**config.mk**
```make
export PLATFORM = sky130hd
export DESIGN_NAME = ima_adpcm_codec_core_flat
export DESIGN_NICKNAME = d
export VERILOG_FILES = /design/src/rtl/imac_pkg.sv /design/src/rtl/imac_if.sv /design/src/rtl/ima_adpcm_codec_core.sv /design/src/rtl/imac_div.sv /design/src/rtl/imac_mul.sv /design/src/flat_wrapper.sv
export SDC_FILE = /design/constraint.sdc
export NUM_CORES = 1
export LEC_CHECK = 0
export BUFFER_PORTS_ARGS = -buffer_cell sky130_fd_sc_hd__buf_2
export CAP_MARGIN = 30
export CELL_PAD_IN_SITES_DETAIL_PLACEMENT = 0
export CELL_PAD_IN_SITES_GLOBAL_PLACEMENT = 1
export CORE_MARGIN = 4
export CORE_UTILIZATION = 40
export DETAILED_ROUTE_END_ITERATION = 8
export PLACE_DENSITY = 0.78
export SYNTH_ARGS = -nofsm -noshare
export SYNTH_HDL_FRONTEND = slang
export SYNTH_HIERARCHICAL = 1
export SYNTH_SLANG_ARGS = --single-unit
```
**constraint.sdc**
```tcl
create_clock -name i_clk -period 4.1 [get_ports i_clk]
set_clock_uncertainty 0.2 [all_clocks]
set_input_delay 0.205 -clock i_clk [delete_from_list [all_inputs] [get_ports i_clk]]
set_output_delay 0.205 -clock i_clk [all_outputs]
set_load 0.03 [all_outputs]
```
**src/rtl/imac_pkg.sv**
```systemverilog
// imac_pkg: shared types, constants and tables for the ima adpcm codec core
// used by imac_if, imac_div, imac_mul and the codec core; no dependencies
`timescale 1ns / 1ps

package imac_pkg;

    // field widths
    localparam int PCM_W  = 16;
    localparam int CODE_W = 4;
    localparam int IDX_W  = 7;
    localparam int STEP_W = 15;
    localparam int CFG_W  = 16;
    localparam int ACC_W  = STEP_W + 3;

    localparam logic [IDX_W-1:0]         INDEX_MAX = 7'd88;
    localparam logic signed [PCM_W+1:0]  PCM_MAX   = 18'sd32767;
    localparam logic signed [PCM_W+1:0]  PCM_MIN   = -18'sd32768;

    // configuration register indexes
    typedef enum logic [1:0] {
        CFG_MODE      = 2'd0,
        CFG_INIT_PRED = 2'd1,
        CFG_INIT_IDX  = 2'd2,
        CFG_INIT_STEP = 2'd3
    } t_cfg_reg;

    // operating mode
    typedef enum logic {
        MODE_ENC = 1'b0,
        MODE_DEC = 1'b1
    } t_mode;

    // sequencer states
    typedef enum logic [2:0] {
        S_IDLE,
        S_DIFF,
        S_BITS,
        S_DRAIN,
        S_COMMIT
    } t_state;

    // control for the serial quotient unit
    typedef struct packed {
        logic load;
        logic first;
        logic shift;
    } t_div_ctl;

    // control for the serial shift-add multiplier
    typedef struct packed {
        logic clr;
        logic en;
        logic qbit;
    } t_mul_ctl;

    // index adjustment per code magnitude
    function automatic logic signed [4:0] f_index_adjust(input logic [2:0] mag);
        logic signed [4:0] adj;
        case (mag)
            3'd4:    adj = 5'sd2;
            3'd5:    adj = 5'sd4;
            3'd6:    adj = 5'sd6;
            3'd7:    adj = 5'sd8;
            default: adj = -5'sd1;
        endcase
        return adj;
    endfunction

    // step size table, 89 entries
    function automatic logic [STEP_W-1:0] f_step(input logic [IDX_W-1:0] idx);
        logic [STEP_W-1:0] s;
        case (idx)
            7'd0:  s = 15'd7;     7'd1:  s = 15'd8;     7'd2:  s = 15'd9;
            7'd3:  s = 15'd10;    7'd4:  s = 15'd11;    7'd5:  s = 15'd12;
            7'd6:  s = 15'd13;    7'd7:  s = 15'd14;    7'd8:  s = 15'd16;
            7'd9:  s = 15'd17;    7'd10: s = 15'd19;    7'd11: s = 15'd21;
            7'd12: s = 15'd23;    7'd13: s = 15'd25;    7'd14: s = 15'd28;
            7'd15: s = 15'd31;    7'd16: s = 15'd34;    7'd17: s = 15'd37;
            7'd18: s = 15'd41;    7'd19: s = 15'd45;    7'd20: s = 15'd50;
            7'd21: s = 15'd55;    7'd22: s = 15'd60;    7'd23: s = 15'd66;
            7'd24: s = 15'd73;    7'd25: s = 15'd80;    7'd26: s = 15'd88;
            7'd27: s = 15'd97;    7'd28: s = 15'd107;   7'd29: s = 15'd118;
            7'd30: s = 15'd130;   7'd31: s = 15'd143;   7'd32: s = 15'd157;
            7'd33: s = 15'd173;   7'd34: s = 15'd190;   7'd35: s = 15'd209;
            7'd36: s = 15'd230;   7'd37: s = 15'd253;   7'd38: s = 15'd279;
            7'd39: s = 15'd307;   7'd40: s = 15'd337;   7'd41: s = 15'd371;
            7'd42: s = 15'd408;   7'd43: s = 15'd449;   7'd44: s = 15'd494;
            7'd45: s = 15'd544;   7'd46: s = 15'd598;   7'd47: s = 15'd658;
            7'd48: s = 15'd724;   7'd49: s = 15'd796;   7'd50: s = 15'd876;
            7'd51: s = 15'd963;   7'd52: s = 15'd1060;  7'd53: s = 15'd1166;
            7'd54: s = 15'd1282;  7'd55: s = 15'd1411;  7'd56: s = 15'd1552;
            7'd57: s = 15'd1707;  7'd58: s = 15'd1878;  7'd59: s = 15'd2066;
            7'd60: s = 15'd2272;  7'd61: s = 15'd2499;  7'd62: s = 15'd2749;
            7'd63: s = 15'd3024;  7'd64: s = 15'd3327;  7'd65: s = 15'd3660;
            7'd66: s = 15'd4026;  7'd67: s = 15'd4428;  7'd68: s = 15'd4871;
            7'd69: s = 15'd5358;  7'd70: s = 15'd5894;  7'd71: s = 15'd6484;
            7'd72: s = 15'd7132;  7'd73: s = 15'd7845;  7'd74: s = 15'd8630;
            7'd75: s = 15'd9493;  7'd76: s = 15'd10442; 7'd77: s = 15'd11487;
            7'd78: s = 15'd12635; 7'd79: s = 15'd13899; 7'd80: s = 15'd15289;
            7'd81: s = 15'd16818; 7'd82: s = 15'd18500; 7'd83: s = 15'd20350;
            7'd84: s = 15'd22385; 7'd85: s = 15'd24623; 7'd86: s = 15'd27086;
            7'd87: s = 15'd29794; 7'd88: s = 15'd32767;
            default: s = 15'd32767;
        endcase
        return s;
    endfunction

endpackage

```
**src/rtl/imac_if.sv**
```systemverilog
// imac_if: valid/ready channel interfaces for sample words and result words
// depends on imac_pkg for field widths
`timescale 1ns / 1ps

interface imac_in_if
    import imac_pkg::*;
();
    logic                     valid;
    logic                     ready;
    logic                     reinit;
    logic signed [PCM_W-1:0]  pcm_in;
    logic [CODE_W-1:0]        code_in;

    modport source (output valid, output reinit, output pcm_in, output code_in,
                    input ready);
    modport sink   (input valid, input reinit, input pcm_in, input code_in,
                    output ready);
endinterface

interface imac_out_if
    import imac_pkg::*;
();
    logic                     valid;
    logic                     ready;
    logic [CODE_W-1:0]        code_out;
    logic signed [PCM_W-1:0]  pcm_out;

    modport source (output valid, output code_out, output pcm_out, input ready);
    modport sink   (input valid, input code_out, input pcm_out, output ready);
endinterface

```
**src/rtl/ima_adpcm_codec_core.sv**
```systemverilog
// ima_adpcm_codec_core: 4-bit ima adpcm encoder/decoder, top level
// depends on imac_pkg, imac_if, imac_div and imac_mul
`timescale 1ns / 1ps
//
//  channel  | dir | handshake     | word
//  i_in     | in  | valid/ready   | reinit, pcm_in, code_in
//  o_out    | out | valid/ready   | code_out, pcm_out
//  i_cfg_*  | in  | write enable  | register index, write data
//
//  an encode word passes from acceptance to a result in the output register
//  through the difference, three quotient bits, multiplier drain and update, a
//  decode word skips the difference step; the next word is not taken before
//  the sequencer has left the update step and is idle again
//  a new word is accepted whenever the sequencer is idle, even while a result
//  waits in the output register; a stalled output holds the update cycle
//  synchronous active-low reset gives predictor 0, index 0, step 7, mode encode

module ima_adpcm_codec_core
    import imac_pkg::*;
(
    input  logic              i_clk,
    input  logic              i_rst_n,
    imac_in_if.sink           i_in,
    imac_out_if.source        o_out,
    input  logic              i_cfg_wr_en,
    input  logic [1:0]        i_cfg_index,
    input  logic [CFG_W-1:0]  i_cfg_wdata
);

    // configuration registers
    logic                     r_mode;
    logic signed [PCM_W-1:0]  r_init_pred;
    logic [IDX_W-1:0]         r_init_idx;
    logic [STEP_W-1:0]        r_init_step;

    // codec state
    logic signed [PCM_W-1:0]  r_pred;
    logic [IDX_W-1:0]         r_idx;
    logic [STEP_W-1:0]        r_step;

    // per-word working registers
    t_state                   r_state;
    t_state                   n_state;
    logic signed [PCM_W-1:0]  r_pcm;
    logic [CODE_W-1:0]        r_code;
    logic [1:0]               r_cnt;
    logic                     r_qbit;
    logic                     r_qvld;

    // output register
    logic                     r_out_vld;
    logic [CODE_W-1:0]        r_out_code;
    logic signed [PCM_W-1:0]  r_out_pcm;

    t_div_ctl                 div_ctl;
    t_mul_ctl                 mul_ctl;
    logic                     div_qbit;
    logic [PCM_W-1:0]         delta;
    logic                     in_acc;
    logic                     out_free;
    logic                     commit;
    logic                     cur_bit;
    logic [1:0]               bit_pos;

    logic [PCM_W:0]           d_pos;
    logic [PCM_W:0]           d_neg;
    logic                     d_sign;
    logic [PCM_W-1:0]         d_mag;

    logic signed [PCM_W+1:0]  pred_ext;
    logic signed [PCM_W+1:0]  pred_sum;
    logic signed [PCM_W-1:0]  n_pred;
    logic signed [4:0]        idx_adj;
    logic [IDX_W+1:0]         idx_sum;
    logic [IDX_W-1:0]         n_idx;

    // handshake
    assign i_in.ready     = (r_state == S_IDLE);
    assign in_acc         = i_in.valid && (r_state == S_IDLE);
    assign out_free       = !r_out_vld || o_out.ready;
    assign commit         = (r_state == S_COMMIT) && out_free;
    assign o_out.valid    = r_out_vld;
    assign o_out.code_out = r_out_code;
    assign o_out.pcm_out  = r_out_pcm;

    // next state
    always_comb begin
        n_state = r_state;
        case (r_state)
            S_IDLE: begin
                if (i_in.valid) begin
                    n_state = (r_mode == MODE_DEC) ? S_BITS : S_DIFF;
                end
            end
            S_DIFF: n_state = S_BITS;
            S_BITS: begin
                if (r_cnt == 2'd2) begin
                    n_state = S_DRAIN;
                end
            end
            S_DRAIN: n_state = S_COMMIT;
            S_COMMIT: begin
                if (out_free) begin
                    n_state = S_IDLE;
                end
            end
            default: n_state = S_IDLE;
        endcase
    end

    // sequencer outputs
    always_comb begin
        bit_pos       = 2'd2 - r_cnt;
        div_ctl.load  = (r_state == S_DIFF);
        div_ctl.first = (r_state == S_BITS) && (r_cnt == 2'd0);
        div_ctl.shift = (r_state == S_BITS) && (r_mode == MODE_ENC);
        cur_bit       = (r_mode == MODE_DEC) ? r_code[bit_pos] : div_qbit;
        mul_ctl.clr   = in_acc;
        mul_ctl.en    = r_qvld;
        mul_ctl.qbit  = r_qbit;
    end

    // difference between sample and prediction, both directions in parallel
    always_comb begin
        d_pos  = {r_pcm[PCM_W-1], r_pcm} - {r_pred[PCM_W-1], r_pred};
        d_neg  = {r_pred[PCM_W-1], r_pred} - {r_pcm[PCM_W-1], r_pcm};
        d_sign = d_pos[PCM_W];
        d_mag  = d_sign ? d_neg[PCM_W-1:0] : d_pos[PCM_W-1:0];
    end

    // state update: clamped prediction, clamped index, step from the table
    always_comb begin
        pred_ext = {{2{r_pred[PCM_W-1]}}, r_pred};
        pred_sum = r_code[3] ? (pred_ext - $signed({2'b00, delta}))
                             : (pred_ext + $signed({2'b00, delta}));
        if (pred_sum > PCM_MAX) begin
            n_pred = PCM_MAX[PCM_W-1:0];
        end else if (pred_sum < PCM_MIN) begin
            n_pred = PCM_MIN[PCM_W-1:0];
        end else begin
            n_pred = pred_sum[PCM_W-1:0];
        end
        idx_adj = f_index_adjust(r_code[2:0]);
        idx_sum = {2'b00, r_idx} + {{4{idx_adj[4]}}, idx_adj};
        if (idx_sum[IDX_W+1]) begin
            n_idx = '0;
        end else if (idx_sum[IDX_W:0] > {1'b0, INDEX_MAX}) begin
            n_idx = INDEX_MAX;
        end else begin
            n_idx = idx_sum[IDX_W-1:0];
        end
    end

    imac_div u_div (
        .i_clk  (i_clk),
        .i_ctl  (div_ctl),
        .i_mag  (d_mag),
        .i_step (r_step),
        .o_qbit (div_qbit)
    );

    imac_mul u_mul (
        .i_clk   (i_clk),
        .i_ctl   (mul_ctl),
        .i_step  (r_step),
        .o_delta (delta)
    );

    // configuration writes
    always_ff @(posedge i_clk) begin
        if (!i_rst_n) begin
            r_mode      <= MODE_ENC;
            r_init_pred <= '0;
            r_init_idx  <= '0;
            r_init_step <= 15'd7;
        end else if (i_cfg_wr_en) begin
            case (t_cfg_reg'(i_cfg_index))
                CFG_MODE:      r_mode      <= i_cfg_wdata[0];
                CFG_INIT_PRED: r_init_pred <= i_cfg_wdata;
                CFG_INIT_IDX:  r_init_idx  <= i_cfg_wdata[IDX_W-1:0];
                CFG_INIT_STEP: r_init_step <= i_cfg_wdata[STEP_W-1:0];
                default: ;
            endcase
        end
    end

    // sequencer and codec state
    always_ff @(posedge i_clk) begin
        if (!i_rst_n) begin
            r_state <= S_IDLE;
            r_pred  <= '0;
            r_idx   <= '0;
            r_step  <= 15'd7;
            r_cnt   <= '0;
            r_qvld  <= 1'b0;
        end else begin
            r_state <= n_state;
            r_qvld  <= (r_state == S_BITS);
            if (in_acc) begin
                r_cnt <= '0;
                if (i_in.reinit) begin
                    r_pred <= r_init_pred;
                    r_idx  <= r_init_idx;
                    r_step <= r_init_step;
                end
            end else if (r_state == S_BITS) begin
                r_cnt <= r_cnt + 2'd1;
            end
            if (commit) begin
                r_pred <= n_pred;
                r_idx  <= n_idx;
                r_step <= f_step(n_idx);
            end
        end
    end

    // word payload and code assembly
    always_ff @(posedge i_clk) begin
        if (in_acc) begin
            r_pcm  <= i_in.pcm_in;
            r_code <= i_in.code_in;
        end else if (r_state == S_DIFF) begin
            r_code[3] <= d_sign;
        end else if (r_state == S_BITS) begin
            r_code[bit_pos] <= cur_bit;
        end
        r_qbit <= cur_bit;
    end

    // output register
    always_ff @(posedge i_clk) begin
        if (!i_rst_n) begin
            r_out_vld <= 1'b0;
        end else if (commit) begin
            r_out_vld <= 1'b1;
        end else if (o_out.ready) begin
            r_out_vld <= 1'b0;
        end
    end

    always_ff @(posedge i_clk) begin
        if (commit) begin
            r_out_code <= r_code;
            r_out_pcm  <= n_pred;
        end
    end

    // checks
    a_out_from_commit: assert property (@(posedge i_clk) disable iff (!i_rst_n)
        $rose(r_out_vld) |-> $past(r_state == S_COMMIT))
        else $error("result word appeared without an update cycle");

    a_idx_in_range: assert property (@(posedge i_clk) disable iff (!i_rst_n)
        commit |=> (r_idx <= INDEX_MAX))
        else $error("step index left 0..88 after update");

    a_step_nonzero: assert property (@(posedge i_clk) disable iff (!i_rst_n)
        commit |=> (r_step != '0))
        else $error("step size zero after table lookup");

    a_bit_count: assert property (@(posedge i_clk) disable iff (!i_rst_n)
        (r_state == S_BITS) |-> (r_cnt != 2'd3))
        else $error("more than three magnitude bits");

    a_no_accept_busy: assert property (@(posedge i_clk) disable iff (!i_rst_n)
        (r_state == S_COMMIT && !out_free) |=> (r_state == S_COMMIT))
        else $error("update cycle left while output register full");

endmodule

```
**src/rtl/imac_div.sv**
```systemverilog
// imac_div: restoring quotient unit, one bit of min(7, 4*mag/step) per cycle with shift set
// depends on imac_pkg (widths, t_div_ctl)
`timescale 1ns / 1ps

module imac_div
    import imac_pkg::*;
(
    input  logic              i_clk,
    input  t_div_ctl          i_ctl,
    input  logic [PCM_W-1:0]  i_mag,
    input  logic [STEP_W-1:0] i_step,
    output logic              o_qbit
);

    logic [STEP_W+2:0] r_rem;   // partial remainder, starts at 4*mag
    logic [STEP_W+1:0] r_div;   // shifted divisor, starts at 4*step
    logic              r_ovf;   // quotient would reach 8 or more

    logic ge;
    logic ovf_now;

    // compare against current divisor, and on the first bit against twice it
    always_comb begin
        ge      = r_rem >= {1'b0, r_div};
        ovf_now = i_ctl.first ? (r_rem >= {r_div, 1'b0}) : r_ovf;
        o_qbit  = ovf_now | ge;
    end

    // load, then subtract and shift once per quotient bit
    always_ff @(posedge i_clk) begin
        if (i_ctl.load) begin
            r_rem <= {i_mag, 2'b00};
            r_div <= {i_step, 2'b00};
            r_ovf <= 1'b0;
        end else if (i_ctl.shift) begin
            if (!ovf_now && ge) begin
                r_rem <= r_rem - {1'b0, r_div};
            end
            r_div <= {1'b0, r_div[STEP_W+1:1]};
            r_ovf <= ovf_now;
        end
    end

endmodule

```
**src/rtl/imac_mul.sv**
```systemverilog
// imac_mul: shift-add multiplier, magnitude bits msb first times step size
// depends on imac_pkg (widths, t_mul_ctl)
`timescale 1ns / 1ps

module imac_mul
    import imac_pkg::*;
(
    input  logic              i_clk,
    input  t_mul_ctl          i_ctl,
    input  logic [STEP_W-1:0] i_step,
    output logic [PCM_W-1:0]  o_delta
);

    logic [ACC_W-1:0] r_acc;
    logic [ACC_W-1:0] n_acc;

    // double and add the step when the incoming bit is set
    always_comb begin
        n_acc = {r_acc[ACC_W-2:0], 1'b0}
              + (i_ctl.qbit ? {3'b000, i_step} : {ACC_W{1'b0}});
    end

    always_ff @(posedge i_clk) begin
        if (i_ctl.clr) begin
            r_acc <= '0;
        end else if (i_ctl.en) begin
            r_acc <= n_acc;
        end
    end

    // difference is the product shifted right by two
    assign o_delta = r_acc[ACC_W-1:2];

endmodule
```
**src/flat_wrapper.sv**
```systemverilog
// flat-port wrapper written by rule: the top's interface ports become plain ports
module ima_adpcm_codec_core_flat import imac_pkg::*;
  (i_clk, i_rst_n, i_cfg_wr_en, i_cfg_index, i_cfg_wdata, i_in_valid, i_in_reinit, i_in_pcm_in, i_in_code_in, i_in_ready, o_out_valid, o_out_code_out, o_out_pcm_out, o_out_ready);
  imac_in_if i_in_i ();
  imac_out_if o_out_i ();
  input  logic i_clk;
  input  logic i_rst_n;
  input  logic i_cfg_wr_en;
  input  logic [1:0] i_cfg_index;
  input  logic [CFG_W-1:0] i_cfg_wdata;
  input wire logic [$bits(i_in_i.valid)-1:0] i_in_valid;
  input wire logic [$bits(i_in_i.reinit)-1:0] i_in_reinit;
  input wire logic [$bits(i_in_i.pcm_in)-1:0] i_in_pcm_in;
  input wire logic [$bits(i_in_i.code_in)-1:0] i_in_code_in;
  output wire logic [$bits(i_in_i.ready)-1:0] i_in_ready;
  output wire logic [$bits(o_out_i.valid)-1:0] o_out_valid;
  output wire logic [$bits(o_out_i.code_out)-1:0] o_out_code_out;
  output wire logic [$bits(o_out_i.pcm_out)-1:0] o_out_pcm_out;
  input wire logic [$bits(o_out_i.ready)-1:0] o_out_ready;
  assign i_in_i.valid = i_in_valid;
  assign i_in_i.reinit = i_in_reinit;
  assign i_in_i.pcm_in = i_in_pcm_in;
  assign i_in_i.code_in = i_in_code_in;
  assign i_in_ready = i_in_i.ready;
  assign o_out_valid = o_out_i.valid;
  assign o_out_code_out = o_out_i.code_out;
  assign o_out_pcm_out = o_out_i.pcm_out;
  assign o_out_i.ready = o_out_ready;
  ima_adpcm_codec_core u_core (.i_clk(i_clk), .i_rst_n(i_rst_n), .i_in(i_in_i), .o_out(o_out_i), .i_cfg_wr_en(i_cfg_wr_en), .i_cfg_index(i_cfg_index), .i_cfg_wdata(i_cfg_wdata));
endmodule
```
==> metrics.yaml <==
status: "finished, violations left"
violations: "negative setup slack"
utilization: 0.507
dr_wl_met2_um: 25200
grt_usage: 0.257
synth_top_area_frac: 0.147
hold_slack_ns: 0.0403
fmax_ghz: 0.233
worst_setup_path_start_kind: "flop"
synth_area_mm2: 0.0147
worstPathRequired_ns: 4.12
syn_to_final_growth_pct: 23.9
viasPerCell: 5.94
post-route-period-util: 1.05
critical_path_class: "reg -> reg"
grt_max_degree: 64
wirelength_um: 53200
grt_pass1_wl_um: 79900
min_path_type: "in -> reg"
cp_max_fo: 8
final_cells: 2488
core-area_mm2: 0.0359
layout_commonest_cell: "nand2_1"
route.vias.total: 14800
clockBufferDepth: 2
async_flop_share: 0
met3WireLength_um: 3220
portBuffers: 65
rsz0062_at_grt: "true"
dp_hpwl_um: 40000
cp_data_arrival_time_ns: 4.32
insertion_delay_ns: 0.46
nets: 2182
synth_cell_type_count: 107
cap_violations: 0
place_area_mm2: 0.0165
crit_path_max_incr_delay_ns: 0.55
wl_met1_um: 23100
total_power_mw: 9.17
p_clk_frac: 0.199
seq_area_frac_synth: 0.292
place_congestion: 0.943
yosysWarnings: 6
p_sw_frac: 0.435
setup_violations: 30
netlist_instances: 1810
combPwrFrac: 0.561
powerDensity_mw_per_mm2: 503
core.rowCount: 69
first_pass_iters: 6
cts.sinks: 179
drcViolationCount: 0
grt_pass1_vias: 13900
yosysTopAreaCell: "dfxtp_1"
cts_inserted_buffers: 17
cts_tree: "done"
path_clk_slew_ns: 0.09
p_leak_nw: 7.59
dr.first_iter.drc_count: 1481
dp_cells: 2399
ant_nets: 0
synth_nets: 1978
intPower_mw: 5.18
power_frac_seq: 0.241
synth_edf_count: 71
synth-seq-cells: 179
endpoint_kind: "flop"
hold_viol: 0
period_minus_slack_ns: 4.29
syn_avg_cell_area_um2: 8.13
setup_tns_ns: -4.24
cp_cell_sequence: "or4_4 -> nor4_4 -> a21oi_1 -> xnor2_1 -> ha_1 -> a21o_1 -> a31oi_2 -> nand2_1 -> o2111a_2 -> or3_4 -> nand2_2 -> a21o_1 -> a221o_1 -> buf_6 -> buf_4 -> nand2_1"
antenna_cells: 0
antenna_found_initial: 0
top_layer: "met4"
most-common-layout-cells: "nand2_1 (260), buf_4 (178), a21oi_1 (132), nor2_1 (125)"
detail_route.wl_per_cell_um: 21.4
peakVddDrop_mv: 0.314
h-tree-depth: 4
fin_area_mm2: 0.0182
slew_violations: 0
drive_gt1_frac: 0.215
worst_slack_ns: -0.194
pin_count: 66
cts_root_buf: "clkbuf_16"
power.switching_mw: 3.99
fillers: 3468
chipHeight_um: 200
worstMarginPinSlew_ns: 0.836
worst_slew_margin_rel: 0.441
initial_core_util: 0.409
yosys-top-cells-area: "dfxtp_1 (15%), edfxtp_1 (14%), ha_1 (10%)"
die_x_um: 200
preCtsSetupSlack_ns: -0.121
critPathSlowestCell: "or4_4"
die-area_mm2: 0.0399
synth_flop_cell: "dfxtp_1"
overflow: 0
synth_stat cells (all sizes together), types with 20 or more instances:
cell,number
a21o,41
o31ai,37
a21oi,142
ha,118
nand2,275
o21a,25
mux2i,37
buf,51
clkbuf,67
a211oi,34
inv,99
dfxtp,108
nor3,39
xnor2,46
nor2,129
a31oi,20
nand3,49
o21ai,101
and2,29
edfxtp,71
logic make-up (layout without fill, tap and decap cells):
kind of cell	count (synthesis)	count (layout)	synth area share
AOI/OAI and AO/OA	565	565	0.270
adders and majority gates	124	124	0.109
xor gates and xnor gates	65	65	0.0397
DFF	179	179	0.292
muxes	39	39	0.0275
buffers and inverters	218	435	0.0656
and+or+nand+nor	620	620	0.196
worst paths after layout:
kind | start | end | slack [ns] | cells after the start
worst min-delay path | i_cfg_wr_en | u_core/r_init_pred[6] | 0.04 | 5
worst min register to register | u_core/r_init_step[12] | u_core/r_init_step[12] | 0.26 | 2
worst max register to register | u_core/u_mul/r_acc[8] | u_core/o_out.pcm_out[5] | -0.19 | 16
worst max-delay path | u_core/u_mul/r_acc[8] | u_core/o_out.pcm_out[5] | -0.19 | 16
cell type report:
class	count	area [um^2]	share of cell area
timing repair buffer	303	2380	0.131
multi-input combinational	1413	9950	0.546
clock buffer	17	425	0.0233
clock inverter	15	224	0.0123
sequential	179	4300	0.236
inverter	100	375	0.0206
tap	461	577	0.0317
power by group through the flow:
stage / logic, mW / clock network [mW] / registers [mW]
after CTS: 4.58 / 1.85 / 2.20
final: 5.14 / 1.82 / 2.21
after floorplan: 2.94 / 0 / 2.19
after global placement: 4.44 / 0 / 2.24
after detailed placement: 4.46 / 0 / 2.24
after global routing: 5.50 / 1.93 / 2.22
registers in the layout (all words and copies together), names as in the netlist, 3 cells and up:
name	count
u_core/u_div/r_rem	18
u_core/u_mul/r_acc	18
u_core/u_div/r_div	17
u_core/o_out.pcm_out	16
u_core/r_init_pred	16
u_core/r_pcm	16
u_core/r_pred	16
u_core/r_init_step	15
u_core/r_step	15
u_core/r_idx	7
u_core/r_init_idx	7
u_core/o_out.code_out	4
u_core/r_code	4
u_core/r_state	3
what timing repair did:
action,in CTS,in global routing
resized for setup,8,100
pin swaps,2,42
endpoints found under the hold margin,59,0
buffers inserted,5,11
endpoints found under the setup margin,35,57
hold buffers,41,0
cloned,0,1
per-layer routing:
| metal | GRT usage | up-vias |
|---|---|---|
| li1 | - | 7000 |
| met1 | 0.340 | 7132 |
| met2 | 0.429 | 536 |
| met3 | 0.0374 | 103 |
| met4 | 0.0918 | 0 |
| met5 | 0 | - |
critical path: cells and delay by family, from the launching register on:
| kind | cells | cell delay, ns |
|---|---|---|
| adder cells (fa/ha/maj) | 1 | 0.28 |
| flip-flops | 1 | 0.32 |
| AND/OR/NAND/NOR | 6 | 1.53 |
| buffers and inverters | 2 | 0.29 |
| AO/OA/AOI/OAI | 6 | 1.21 |
| XOR/XNOR | 1 | 0.21 |
Power figures use the tool's default switching activity.
